### config.mk
export PLATFORM = sky130hd
export DESIGN_NAME = ptrf_ctrl
export DESIGN_NICKNAME = d
export VERILOG_FILES = /design/src/ptrf_pkg.sv /design/src/ptrf_ctrl.sv
export SDC_FILE = /design/constraint.sdc
export NUM_CORES = 1
export LEC_CHECK = 0
export BUFFER_PORTS_ARGS = -buffer_cell sky130_fd_sc_hd__clkbuf_2
export CAP_MARGIN = 20
export CORE_AREA = 2 2 54 62
export CTS_BUF_LIST = sky130_fd_sc_hd__clkbuf_8
export CTS_CLUSTER_SIZE = 30
export DETAILED_ROUTE_END_ITERATION = 7
export DIE_AREA = 0 0 56 64
export PLACE_DENSITY = 0.66
export SYNTH_ARGS = -nofsm -noshare
export SYNTH_HDL_FRONTEND = slang
export SYNTH_SLANG_ARGS = --single-unit
### constraint.sdc
create_clock -name i_clk -period 2.2 [get_ports i_clk]
set_input_delay 0 -clock i_clk [delete_from_list [all_inputs] [get_ports i_clk]]
set_output_delay 0 -clock i_clk [all_outputs]
set_load 0.005 [all_outputs]
### src/ptrf_pkg.sv
package ptrf_pkg;

    localparam int W_OP        = 2;
    localparam int W_POS       = 7;
    localparam int W_COUNT     = 16;
    localparam int W_WORD      = 32;
    localparam int W_HALF      = 16;
    localparam int W_PIN_SEL   = 3;
    localparam int W_CFG_INDEX = 2;
    localparam int W_CFG_DATA  = 16;

    localparam int PIN_COUNT   = 8;
    localparam int PIN_BIT_W   = 4;
    localparam int RESYNC_LEAD = 10;
    // conditional subtract steps for small modulo reductions
    localparam int MOD_STEPS   = 8;

    localparam logic [W_OP-1:0] OP_REFILL = 2'd0;
    localparam logic [W_OP-1:0] OP_INIT   = 2'd1;
    localparam logic [W_OP-1:0] OP_REMOVE = 2'd2;
    localparam logic [W_OP-1:0] OP_READ   = 2'd3;

    localparam logic [W_CFG_INDEX-1:0] CFG_PIN_SELECT  = 2'd0;
    localparam logic [W_CFG_INDEX-1:0] CFG_HIGH_RELOAD = 2'd1;
    localparam logic [W_CFG_INDEX-1:0] CFG_LOW_RELOAD  = 2'd2;

    typedef enum logic [1:0] {
        SRC_RING = 2'd0,
        SRC_HIGH = 2'd1,
        SRC_LOW  = 2'd2
    } t_run_src;

    typedef struct packed {
        logic     load;
        logic     sweep_clear;
        logic     sweep_fill;
        logic     read;
        logic     rmv_calc;
        logic     rmv_apply;
        logic     run_start;
        t_run_src run_src;
        logic     run_level;
        logic     run_step;
        logic     high_end;
        logic     low_end;
        logic     emit;
    } t_dp_cmd;

    typedef struct packed {
        logic sweep_last;
        logic run_done;
        logic run_cnt_zero;
        logic high_left_zero;
        logic high_reload_zero;
        logic low_reload_zero;
    } t_dp_sts;

endpackage

### src/ptrf_ctrl.sv
module ptrf_ctrl (
    input  logic                       i_clk,
    input  logic                       i_rst_n,
    input  logic                       i_in_valid,
    input  logic [ptrf_pkg::W_OP-1:0]  i_in_op,
    output logic                       o_in_ready,
    output logic                       o_out_valid,
    input  logic                       i_out_ready,
    input  ptrf_pkg::t_dp_sts          i_sts,
    output ptrf_pkg::t_dp_cmd          o_cmd
);

    typedef enum logic [12:0] {
        S_CLEAR  = 13'b0000000000001,
        S_IDLE   = 13'b0000000000010,
        S_INIT   = 13'b0000000000100,
        S_RD     = 13'b0000000001000,
        S_RMV1   = 13'b0000000010000,
        S_RMV2   = 13'b0000000100000,
        S_RSTART = 13'b0000001000000,
        S_RHIGH  = 13'b0000010000000,
        S_RLOW   = 13'b0000100000000,
        S_RWRITE = 13'b0001000000000,
        S_RHEND  = 13'b0010000000000,
        S_RLEND  = 13'b0100000000000,
        S_EMIT   = 13'b1000000000000
    } t_state;

    typedef enum logic [1:0] {
        RK_CONST = 2'd0,
        RK_HIGH  = 2'd1,
        RK_LOW   = 2'd2
    } t_run_kind;

    t_state    r_state, n_state;
    t_run_kind r_kind, n_kind;
    logic      r_out_valid, n_out_valid;

    always_comb begin
        n_state    = r_state;
        n_kind     = r_kind;
        o_cmd      = '0;
        o_in_ready = 1'b0;
        case (r_state)
            S_CLEAR: begin
                o_cmd.sweep_clear = 1'b1;
                if (i_sts.sweep_last) begin
                    n_state = S_IDLE;
                end
            end
            S_IDLE: begin
                o_in_ready = 1'b1;
                if (i_in_valid) begin
                    o_cmd.load = 1'b1;
                    case (i_in_op)
                        ptrf_pkg::OP_REFILL: n_state = S_RSTART;
                        ptrf_pkg::OP_INIT:   n_state = S_INIT;
                        ptrf_pkg::OP_REMOVE: n_state = S_RMV1;
                        ptrf_pkg::OP_READ:   n_state = S_RD;
                        default:             n_state = S_RD;
                    endcase
                end
            end
            S_INIT: begin
                o_cmd.sweep_fill = 1'b1;
                if (i_sts.sweep_last) begin
                    n_state = S_EMIT;
                end
            end
            S_RD: begin
                o_cmd.read = 1'b1;
                n_state    = S_EMIT;
            end
            S_RMV1: begin
                o_cmd.rmv_calc = 1'b1;
                n_state        = S_RMV2;
            end
            S_RMV2: begin
                o_cmd.rmv_apply = 1'b1;
                n_state         = S_EMIT;
            end
            S_RSTART: begin
                if (i_sts.high_reload_zero) begin
                    o_cmd.run_start = 1'b1;
                    o_cmd.run_src   = ptrf_pkg::SRC_RING;
                    o_cmd.run_level = 1'b0;
                    n_kind          = RK_CONST;
                    n_state         = S_RWRITE;
                end else if (i_sts.low_reload_zero) begin
                    o_cmd.run_start = 1'b1;
                    o_cmd.run_src   = ptrf_pkg::SRC_RING;
                    o_cmd.run_level = 1'b1;
                    n_kind          = RK_CONST;
                    n_state         = S_RWRITE;
                end else begin
                    n_state = S_RHIGH;
                end
            end
            S_RHIGH: begin
                if (!i_sts.high_left_zero) begin
                    o_cmd.run_start = 1'b1;
                    o_cmd.run_src   = ptrf_pkg::SRC_HIGH;
                    o_cmd.run_level = 1'b1;
                    n_kind          = RK_HIGH;
                    n_state         = S_RWRITE;
                end else begin
                    n_state = S_RLOW;
                end
            end
            S_RLOW: begin
                if (i_sts.high_left_zero) begin
                    o_cmd.run_start = 1'b1;
                    o_cmd.run_src   = ptrf_pkg::SRC_LOW;
                    o_cmd.run_level = 1'b0;
                    n_kind          = RK_LOW;
                    n_state         = S_RWRITE;
                end else begin
                    n_state = S_EMIT;
                end
            end
            S_RWRITE: begin
                o_cmd.run_step = 1'b1;
                if (i_sts.run_done) begin
                    case (r_kind)
                        RK_HIGH: n_state = S_RHEND;
                        RK_LOW:  n_state = S_RLEND;
                        default: n_state = S_EMIT;
                    endcase
                end
            end
            S_RHEND: begin
                o_cmd.high_end = 1'b1;
                n_state        = S_RLOW;
            end
            S_RLEND: begin
                o_cmd.low_end = 1'b1;
                n_state       = i_sts.run_cnt_zero ? S_RHIGH : S_EMIT;
            end
            S_EMIT: begin
                if (!r_out_valid || i_out_ready) begin
                    o_cmd.emit = 1'b1;
                    n_state    = S_IDLE;
                end
            end
            default: n_state = S_IDLE;
        endcase
    end

    always_comb begin
        if (o_cmd.emit) begin
            n_out_valid = 1'b1;
        end else if (i_out_ready) begin
            n_out_valid = 1'b0;
        end else begin
            n_out_valid = r_out_valid;
        end
    end

    always_ff @(posedge i_clk) begin
        if (!i_rst_n) begin
            r_state     <= S_CLEAR;
            r_kind      <= RK_CONST;
            r_out_valid <= 1'b0;
        end else begin
            r_state     <= n_state;
            r_kind      <= n_kind;
            r_out_valid <= n_out_valid;
        end
    end

    assign o_out_valid = r_out_valid;

endmodule

==> flow_summary.json, run 1 <==
{
  "yosys-top-cells-count": "dfxtp_1, inv_1, nor2_1, nor4_1, nand3_1",
  "finalSetupViolations": 0,
  "cp-end-kind": "output port",
  "synthAdderAreaFrac_pct": 2.193,
  "synth_top_family_by_area": "simple AND/OR/NAND/NOR gates",
  "synth.most_common_cell": "dfxtp_1",
  "critPathLaunchType": "flip-flop",
  "arrival_ns": 2.06,
  "die_w_um": 56,
  "final_nets": 183,
  "synthesis.nets": 155,
  "cts_tree": "built",
  "clkTransAtPathRegs_ns": 0.07,
  "synth_area_leaders": "dfxtp_1, nor4_1, xor2_1, inv_1, nor4_4",
  "ys_seq_area_share_pct": 28.07,
  "worstSetupPathType": "reg2out",
  "synthFlopType": "dfxtp_1",
  "ctsRootBufferMaster": "clkbuf_8",
  "placed_cells": 194,
  "dp_hpwl_mm": 2.262,
  "drive_above_1_share_pct": 28.57,
  "synthMuxAreaShare_pct": 0,
  "clk_latency_ns": 0.25,
  "grt_pass1_wl_mm": 4.850,
  "drcViolationCount": 0,
  "ant_nets": 0,
  "fp.coreArea_sq_um": 2943,
  "die_h_um": 64,
  "initial_utilization_pct": 38.78,
  "fmax_mhz": 484.8,
  "cap_violations": 0,
  "initialDrtViolationCount": 47,
  "rows": 21,
  "finalCriticalPeriod_ns": 2.063,
  "yosys_register_bits": 16,
  "final_cells": 202,
  "grt_max_degree": 13,
  "yosys_warnings": 0,
  "crit_path_cell_trace": "nor4_4 -> buf_4 -> nand3_2 -> or3b_2 -> nor2b_1 -> clkbuf_2",
  "synthArstFlopShare_pct": 0,
  "crit_required_ns": 2.20,
  "slowest_stage": "or3b_2",
  "synth-compound-area-share_pct": 13.60,
  "synth-simple-area-share_pct": 42.98,
  "powerDensity_nw_per_um2": 494.1,
  "wire_per_inst_um": 14.95,
  "io_pins": 28,
  "crit_buf_inv": 2,
  "hold_viol": 0,
  "critical_path.top_delay_family": "simple AND/OR/NAND/NOR gates",
  "dr.pass1.iters": 4,
  "wl_mm": 3.020,
  "dieArea_sq_um": 3584,
  "yosysTopAreaCellShare_pct": 28.07,
  "cpPeakStageDelay_ns": 0.47,
  "routabilityCongestion": 0.8140,
  "maxSlewHeadroom_pct": 70.74,
  "grt_pass1_vias": 1089,
  "grt_remaining_overflow": 0,
  "clock_path_buffers": 2,
  "slew_violations": 0,
  "hold_class": "in2reg",
  "synth_cell_types": 50,
  "path_max_fanout": 12,
  "p_leak_nw": 0.6353,
  "grt_antenna_before_repair": 0,
  "finalClockSkew_ns": 0.005166,
  "grt_usage_pct": 16.83,
  "synthXorXnorAreaFrac_pct": 4.605,
  "fin_crit_sh_pct": 93.76,
  "syn-cell-area_sq_um": 1141,
  "n_antenna_cell": 0,
  "syn_inst": 141,
  "setup_tns_ns": 0,
  "rsz0062_at_grt": "false",
  "htreeDepth": 1,
  "status": "finished, final reports clean",
  "synth_edf_count": 0,
  "dr_total_vias": 1188,
  "viasPerCell": 5.881,
  "irDropWorstVdd_mv": 0.2583,
  "synthDominantAreaCellType": "dfxtp_1",
  "clkSinkCount": 16,
  "cts_made_buffers": 3,
  "portBuffers": 27,
  "syn_avg_cell_area_sq_um": 8.093,
  "tightest_slew_ns": 0.4383,
  "area_growth_syn_to_layout_pct": 20.18
}
cell families (layout without fill, tap and decap cells):
family,count (synthesis),in the layout
adders and majority gates,2,2
buffers and inverters,22,49
and+or+nand+nor,72,72
DFF,16,16
xor gates and xnor gates,6,6
AOI/OAI and AO/OA,23,23
where the power goes:
part	total, W	switching [W]	internal, W
registers	0.000307	0.0000115	0.000295
logic	0.000111	0.0000633	0.0000481
clock network	0.000259	0.000101	0.000159
total	0.000678	0.000176	0.000502
tightest hold or removal path, delay by kind of cell:
family,cells,cell delay (ns)
AOI/OAI and AO/OA,1,0.06
buffers and inverters,1,0.09
and+or+nand+nor,1,0.10
final cells by class:
type,instances,area [sq um]
well taps,34,42.54
inverters,12,45.04
fillers,305,1572
flip-flops and latches,16,320.3
clock buffers,4,55.05
multi-input cells,103,723.2
repair buffers,33,185.2
per-stage QoR:
stage | power [W] | instance area, sq um | hold WS (ns) | setup WS, ns | util (%)
6_report | 0.0006776 | 1371 | 0.04475 | 0.1373 | 46.60
2_1_floorplan | 0.0003776 | 1141 | 0.06472 | 0.3255 | -
3_5_place_dp | 0.0004176 | 1281 | 0.2167 | 0.1920 | 43.54
4_1_cts | 0.0006768 | 1356 | 0.04642 | 0.05840 | 46.09
3_3_place_gp | 0.0004152 | 1281 | 0.2129 | 0.2496 | 43.54
5_1_grt | 0.0007044 | 1371 | 0.07504 | 0.02239 | 46.60
metal layers:
metal	vias to the layer above	global-route usage, %	routed length [um]
li1	573	-	-
met4	0	6.548	71
met5	-	0	0
met3	8	2.227	164
met2	49	31.47	1512
met1	558	19.04	1272
final timing paths:
path | slack (ns) | end | start | cells after the start
worst min-delay path | 0.04 | o_out_valid | i_out_ready | 3
worst min register to register | 0.49 | r_kind[1] | r_kind[1] | 2
worst max-delay path | 0.14 | o_cmd[0] | r_state[11] | 6
worst max register to register | 0.15 | r_state[12] | r_state[11] | 6
layout by cell type, fill, tap and decap left out, drive strengths merged, types with 2 or more instances in the layout:
cell type,netlist,final
a21oi,6,6
and3,4,4
and4,3,3
buf,6,4
clkbuf,4,31
dfxtp,16,16
dlygate4sd3,0,2
ha,2,2
inv,12,12
nand2,3,3
nand2b,4,4
nand3,8,8
nand4,5,5
nor2,9,9
nor2b,2,2
nor3,6,6
nor4,11,11
nor4b,2,2
o21a,2,2
o21ai,6,6
o31a,2,2
or2,2,2
or3,3,3
or3b,2,2
xor2,6,6
state kept, by name, summed over array words and instances, names as in the netlist:
signal and count:
r_kind 2, r_state 13, o_out_valid 1
repair_timing:
action,CTS,global route
setup endpoints to repair,0,3
hold endpoints to repair,3,0
buffers inserted,0,2
hold buffers,2,0
gates resized for setup,0,0
No activity file was read; power rests on OpenSTA's default activity.
==> run 2, diff against run 1 <==
- ABC_AREA: not set -> 1
- CORE_AREA: 2 2 54 62 -> 2 2 53 60
- DIE_AREA: 0 0 56 64 -> 0 0 55 62
- PLACE_DENSITY: 0.66 -> 0.71
==> run 2 against run 1 <==
  * Power up 7.6%
  * Utilization up 3.7 points
  * Synthesized cell count up 35%
  * Register-to-register slack better by 0.25 ns
  * Clock-buffer cell count unchanged
  * Non-clock buffer count down 3
  * Setup slack better by 0.26 ns
==> flow_summary.json, run 2 <==
{
  "area_growth_syn_to_layout_pct": 20.14,
  "htreeDepth": 1,
  "r2r-start": "r_state[12]",
  "arrival_ns": 2.00,
  "grt_pass1_vias": 989,
  "setup_tns_ns": 0,
  "maxSlewHeadroom_pct": 78.50,
  "die_w_um": 55,
  "ys_seq_area_share_pct": 26.45,
  "grt_remaining_overflow": 0,
  "fp.coreArea_sq_um": 2890,
  "grt_max_degree": 13,
  "drive_above_1_share_pct": 26.46,
  "irDropWorstVdd_mv": 0.3458,
  "ant_nets": 0,
  "final_nets": 238,
  "initial_utilization_pct": 41.90,
  "tightest_slew_ns": 0.3205,
  "crit_required_ns": 2.40,
  "finalCriticalPeriod_ns": 1.798,
  "io_pins": 28,
  "min_path_cells": 3,
  "hold_viol": 0,
  "synth_cell_types": 24,
  "routabilityCongestion": 0.7800,
  "clkSinkCount": 16,
  "finalSetupViolations": 0,
  "top_register": "r_state",
  "n_antenna_cell": 0,
  "finalClockSkew_ns": 0.005345,
  "yosys-top-cells-count": "nor2_1, inv_1, nand2_1",
  "fill_cells": 314,
  "clk_latency_ns": 0.26,
  "clkTransAtPathRegs_ns": 0.07,
  "cp-end-kind": "flip-flop",
  "layout_commonest_cell": "nor2_1",
  "r2r_slack_ns": 0.40,
  "viasPerCell": 4.642,
  "synthFlopType": "dfxtp_1",
  "syn_inst": 191,
  "drcViolationCount": 0,
  "wire_per_inst_um": 10.22,
  "rsz0062_at_grt": "false",
  "ctsRootBufferMaster": "clkbuf_8",
  "synth_area_leaders": "dfxtp_1, nor2_1, inv_1, nand2_1, nand3_1",
  "rows": 21,
  "largest_reg_flops": 13,
  "portBuffers": 27,
  "ctsResizeCount": 0,
  "hold_class": "in2reg",
  "synthArstFlopShare_pct": 0,
  "post-route-util_pct": 50.35,
  "multi_input_area_sq_um": 714.4,
  "rr_endpoint": "r_state[0]",
  "clock_path_buffers": 2,
  "initialDrtViolationCount": 42,
  "die_h_um": 62,
  "fmax_mhz": 556.2,
  "cts_tree": "built",
  "dp_hpwl_mm": 2.131,
  "worstSetupPathType": "reg2reg",
  "synthesis.nets": 205,
  "grt_antenna_before_repair": 0,
  "path_max_fanout": 12,
  "yosys_warnings": 0,
  "reg2regPathDepth": 6,
  "register_area_sq_um": 320.3,
  "endpoint": "r_state[0]",
  "cts_made_buffers": 3,
  "setup_slack_ns": 0.4022,
  "yosys_register_bits": 16,
  "critPathLaunch": "r_state[12]",
  "synth.most_common_cell": "nor2_1",
  "dr_total_vias": 1193,
  "fin_crit_sh_pct": 81.72,
  "synth_edf_count": 0,
  "p_leak_nw": 0.8231,
  "yosysTopAreaCellShare_pct": 26.45,
  "synthDominantAreaCellType": "dfxtp_1",
  "status": "finished, final reports clean",
  "dieArea_sq_um": 3410,
  "cap_violations": 0,
  "syn_avg_cell_area_sq_um": 6.341,
  "final_cell_mix": "nor2_1, inv_1, nand2_1",
  "critPathLaunchType": "flip-flop",
  "slew_violations": 0,
  "wl_mm": 2.627,
  "syn-cell-area_sq_um": 1211,
  "powerDensity_nw_per_um2": 501.3,
  "grt_usage_pct": 17.91,
  "dr.pass1.iters": 4,
  "grt_pass1_wl_mm": 4.298,
  "pre_cts_slack_ns": 0.6181
}
==> run 2: critical path, stage by stage (launching register included) <==
cell and delay (ns):
dfxtp_1 0.31, inv_1 0.12, nand2_1 0.12, nor2_4 0.30, nand3_1 0.13, o21ai_0 0.19
dlygate4sd3_1 0.57
==> run 2: worst min-delay path by stage <==
stage                     from          to  slack (ns)
floorplan             i_sts[2]    o_cmd[5]        0.03
global placement       i_rst_n  r_state[0]        0.25
detailed placement     i_rst_n  r_state[0]        0.25
CTS                 i_in_op[0]  r_state[3]       0.006
global route        i_in_op[0]  r_state[3]        0.05
finish              i_in_op[0]  r_state[3]       0.001
==> run 2: where the power goes <==
group | internal [W] | switching [W]
registers | 0.000298 | 0.00000795
clock network | 0.000159 | 0.000108
logic | 0.0000578 | 0.0000982
==> run 2: logic make-up (layout without fill, tap and decap cells) <==
| logic type | Yosys count | after routing | synth area share (%) |
|---|---|---|---|
| buf+inv | 44 | 76 | 14.57 |
| flops | 16 | 16 | 26.45 |
| simple gates | 117 | 117 | 51.55 |
| fa+ha+maj | 2 | 2 | 2.066 |
| compound gates | 12 | 12 | 5.372 |
==> run 2: metal layers <==
layer,share of wire [%],track usage [%],vias up
met3,3.5,1.914,4
met2,47,28.91,27
met5,0,0,-
met1,47,22.83,519
met4,2.4,10.80,0
li1,-,-,643
==> run 2: final cells by class <==
| cell class | count | area share, % |
|---|---|---|
| timing repair buffer | 30 | 11.35 |
| clock buffer | 4 | 3.783 |
| sequential | 16 | 22.01 |
| inverter | 42 | 10.83 |
| multi-input combinational | 131 | 49.10 |
| tap | 34 | 2.923 |
==> run 2: per-stage QoR <==
stage               total power (W)  instance area, sq um  instances  hold WS (ns)
detailed placement        0.0004638                  1370        250        0.2471
floorplan                 0.0004229                  1211        191       0.03322
global placement          0.0004633                  1370        250        0.2500
finish                    0.0007294                  1455        257      0.001178
global route              0.0007644                  1455        257       0.05289
CTS                       0.0007329                  1455        257      0.006463
==> run 2: what timing repair did <==
item                                   4_1_cts  5_1_grt
buffers inserted                             0        0
hold buffers                                 3        0
endpoints found under the hold margin        2        0
==> run 3, diff against run 2 <==
- ABC_AREA: 1 -> 0
- CORE_AREA: 2 2 53 60 -> 2 2 52 58
- DIE_AREA: 0 0 55 62 -> 0 0 54 60
- PLACE_DENSITY: 0.71 -> 0.72
- clock period: 2.2 -> 1.87 ns (I/O delays scaled with it)
==> run 3 against run 2 <==
  * Maximum frequency is 3.2% lower
  * Power grew 14%
  * Setup slack got worse by 0.39 ns
  * Clock power increased by 19%
  * Critical path depth is 1 higher
  * Clock skew decreased by 0.0036 ns
  * Utilization grew 7.1 points
  * Largest cell class unchanged
==> flow_summary.json, run 3 (same netlist as run 1, synthesis figures left out) <==
{
  "status": "finished, final reports clean",
  "grt_max_degree": 11,
  "finalSetupViolations": 0,
  "arrival_ns": 1.98,
  "ant_nets": 0,
  "fin_area_sq_um": 1553,
  "die_w_um": 54,
  "routed.top_layer": "met4",
  "cts_tree": "built",
  "rows": 20,
  "clkTransAtPathRegs_ns": 0.07,
  "path_max_fanout": 4,
  "grt_remaining_overflow": 0,
  "fill_cells": 255,
  "drt-met1-wl_mm": 1.437,
  "dp_hpwl_mm": 2.428,
  "worstSetupPathType": "reg2reg",
  "met2_length_mm": 1.711,
  "initialDrtViolationCount": 36,
  "power_w": 0.0008349,
  "layout_commonest_cell": "clkbuf_2",
  "setup_tns_ns": 0,
  "drive_above_1_share_pct": 42.08,
  "dieArea_sq_um": 3240,
  "io_pins": 28,
  "viasPerCell": 5.819,
  "r2r_slack_ns": 0.01,
  "crit_required_ns": 2.00,
  "top_register": "r_state",
  "rsz0062_at_grt": "true",
  "critPathLaunch": "r_state[8]",
  "hold_class": "in2reg",
  "wl_mm": 3.339,
  "finalCriticalPeriod_ns": 1.856,
  "wire_per_inst_um": 15.46,
  "largest_reg_flops": 13,
  "critPathLaunchType": "flip-flop",
  "hp-start": "i_out_ready",
  "cp-end-kind": "flip-flop",
  "hold_viol": 0,
  "clkSinkCount": 16,
  "htreeDepth": 1,
  "fmax_mhz": 538.7,
  "area_growth_syn_to_layout_pct": 36.07,
  "maxSlewHeadroom_pct": 71.24,
  "dr.pass1.iters": 4,
  "place_area_sq_um": 1370,
  "powerDensity_nw_per_um2": 537.7,
  "pre_cts_slack_ns": 0.06421,
  "grt_pass1_vias": 1147,
  "finalClockSkew_ns": 0.001741,
  "dr_wl_met3_um": 126,
  "portBuffers": 27,
  "initial_utilization_pct": 42.22,
  "grt_usage_pct": 21.95,
  "dr_total_vias": 1257,
  "irDropWorstVdd_mv": 0.4184,
  "grt_antenna_before_repair": 0,
  "final_nets": 198,
  "p_leak_nw": 0.7353,
  "die_h_um": 60,
  "fp.coreArea_sq_um": 2703,
  "setup_slack_ns": 0.01354,
  "n_antenna_cell": 0,
  "r2r-start": "r_state[8]",
  "final_cell_mix": "clkbuf_2, buf_4, dfxtp_1",
  "clk_latency_ns": 0.26,
  "routabilityCongestion": 0.9047,
  "ctsRootBufferMaster": "clkbuf_8",
  "grt_pass1_wl_mm": 5.299,
  "fin_crit_sh_pct": 99.28,
  "cts_made_buffers": 3,
  "cap_violations": 0,
  "drcViolationCount": 0,
  "tightest_slew_ns": 0.4259,
  "clock_path_buffers": 2,
  "slew_violations": 0
}
-- run 3: worst max-delay path: stages (launching register included) --
cell and delay [ns]:
dfxtp_4 0.35, buf_4 0.14, buf_4 0.15, nor3_2 0.26
nand4b_1 0.13, o31a_1 0.13, o311ai_0 0.39, o21ai_0 0.17
-- run 3: repair_timing --
action / 4_1_cts / 5_1_grt
hold buffers: 2 / 0
setup endpoints to repair: 3 / 17
hold endpoints to repair: 3 / 0
pin swaps: 1 / 6
setup buffers: 3 / 3
resized for setup: 4 / 13
-- run 3: power by group --
group | leakage, nW | switching (W) | internal [W]
Combinational | 0.575 | 0.0000851 | 0.0000696
Clock | 0.0288 | 0.000131 | 0.000187
Sequential | 0.131 | 0.0000154 | 0.000346
-- run 3: layout make-up --
cell class | count | area [sq um] | share of cell area, %
timing repair buffer | 48 | 297.8 | 19.18
tap | 33 | 41.29 | 2.659
inverter | 12 | 45.04 | 2.901
clock buffer | 4 | 55.05 | 3.546
multi-input combinational | 103 | 787.0 | 50.68
sequential | 16 | 326.6 | 21.03
-- run 3: path summary, 6_finish.rpt --
check	end	cells past startpoint
worst max-delay path	r_state[1]	7
worst min-delay path	o_out_valid	3
worst max register to register	r_state[1]	7
worst min register to register	r_kind[0]	2
-- run 3: routing by layer --
metal / track usage (%) / vias up
met5: 0 / -
met4: 8.214 / 0
met3: 2.500 / 7
met2: 37.11 / 42
met1: 28.33 / 606
li1: - / 602
-- run 3: per-stage QoR --
step	utilization [%]	std cells	hold slack, ns
after CTS	54.40	213	0.04444
after detailed placement	50.69	205	0.2234
after global placement	50.69	205	0.2162
after floorplan	-	141	0.06472
after global routing	57.45	216	0.08010
final	57.45	216	0.04021
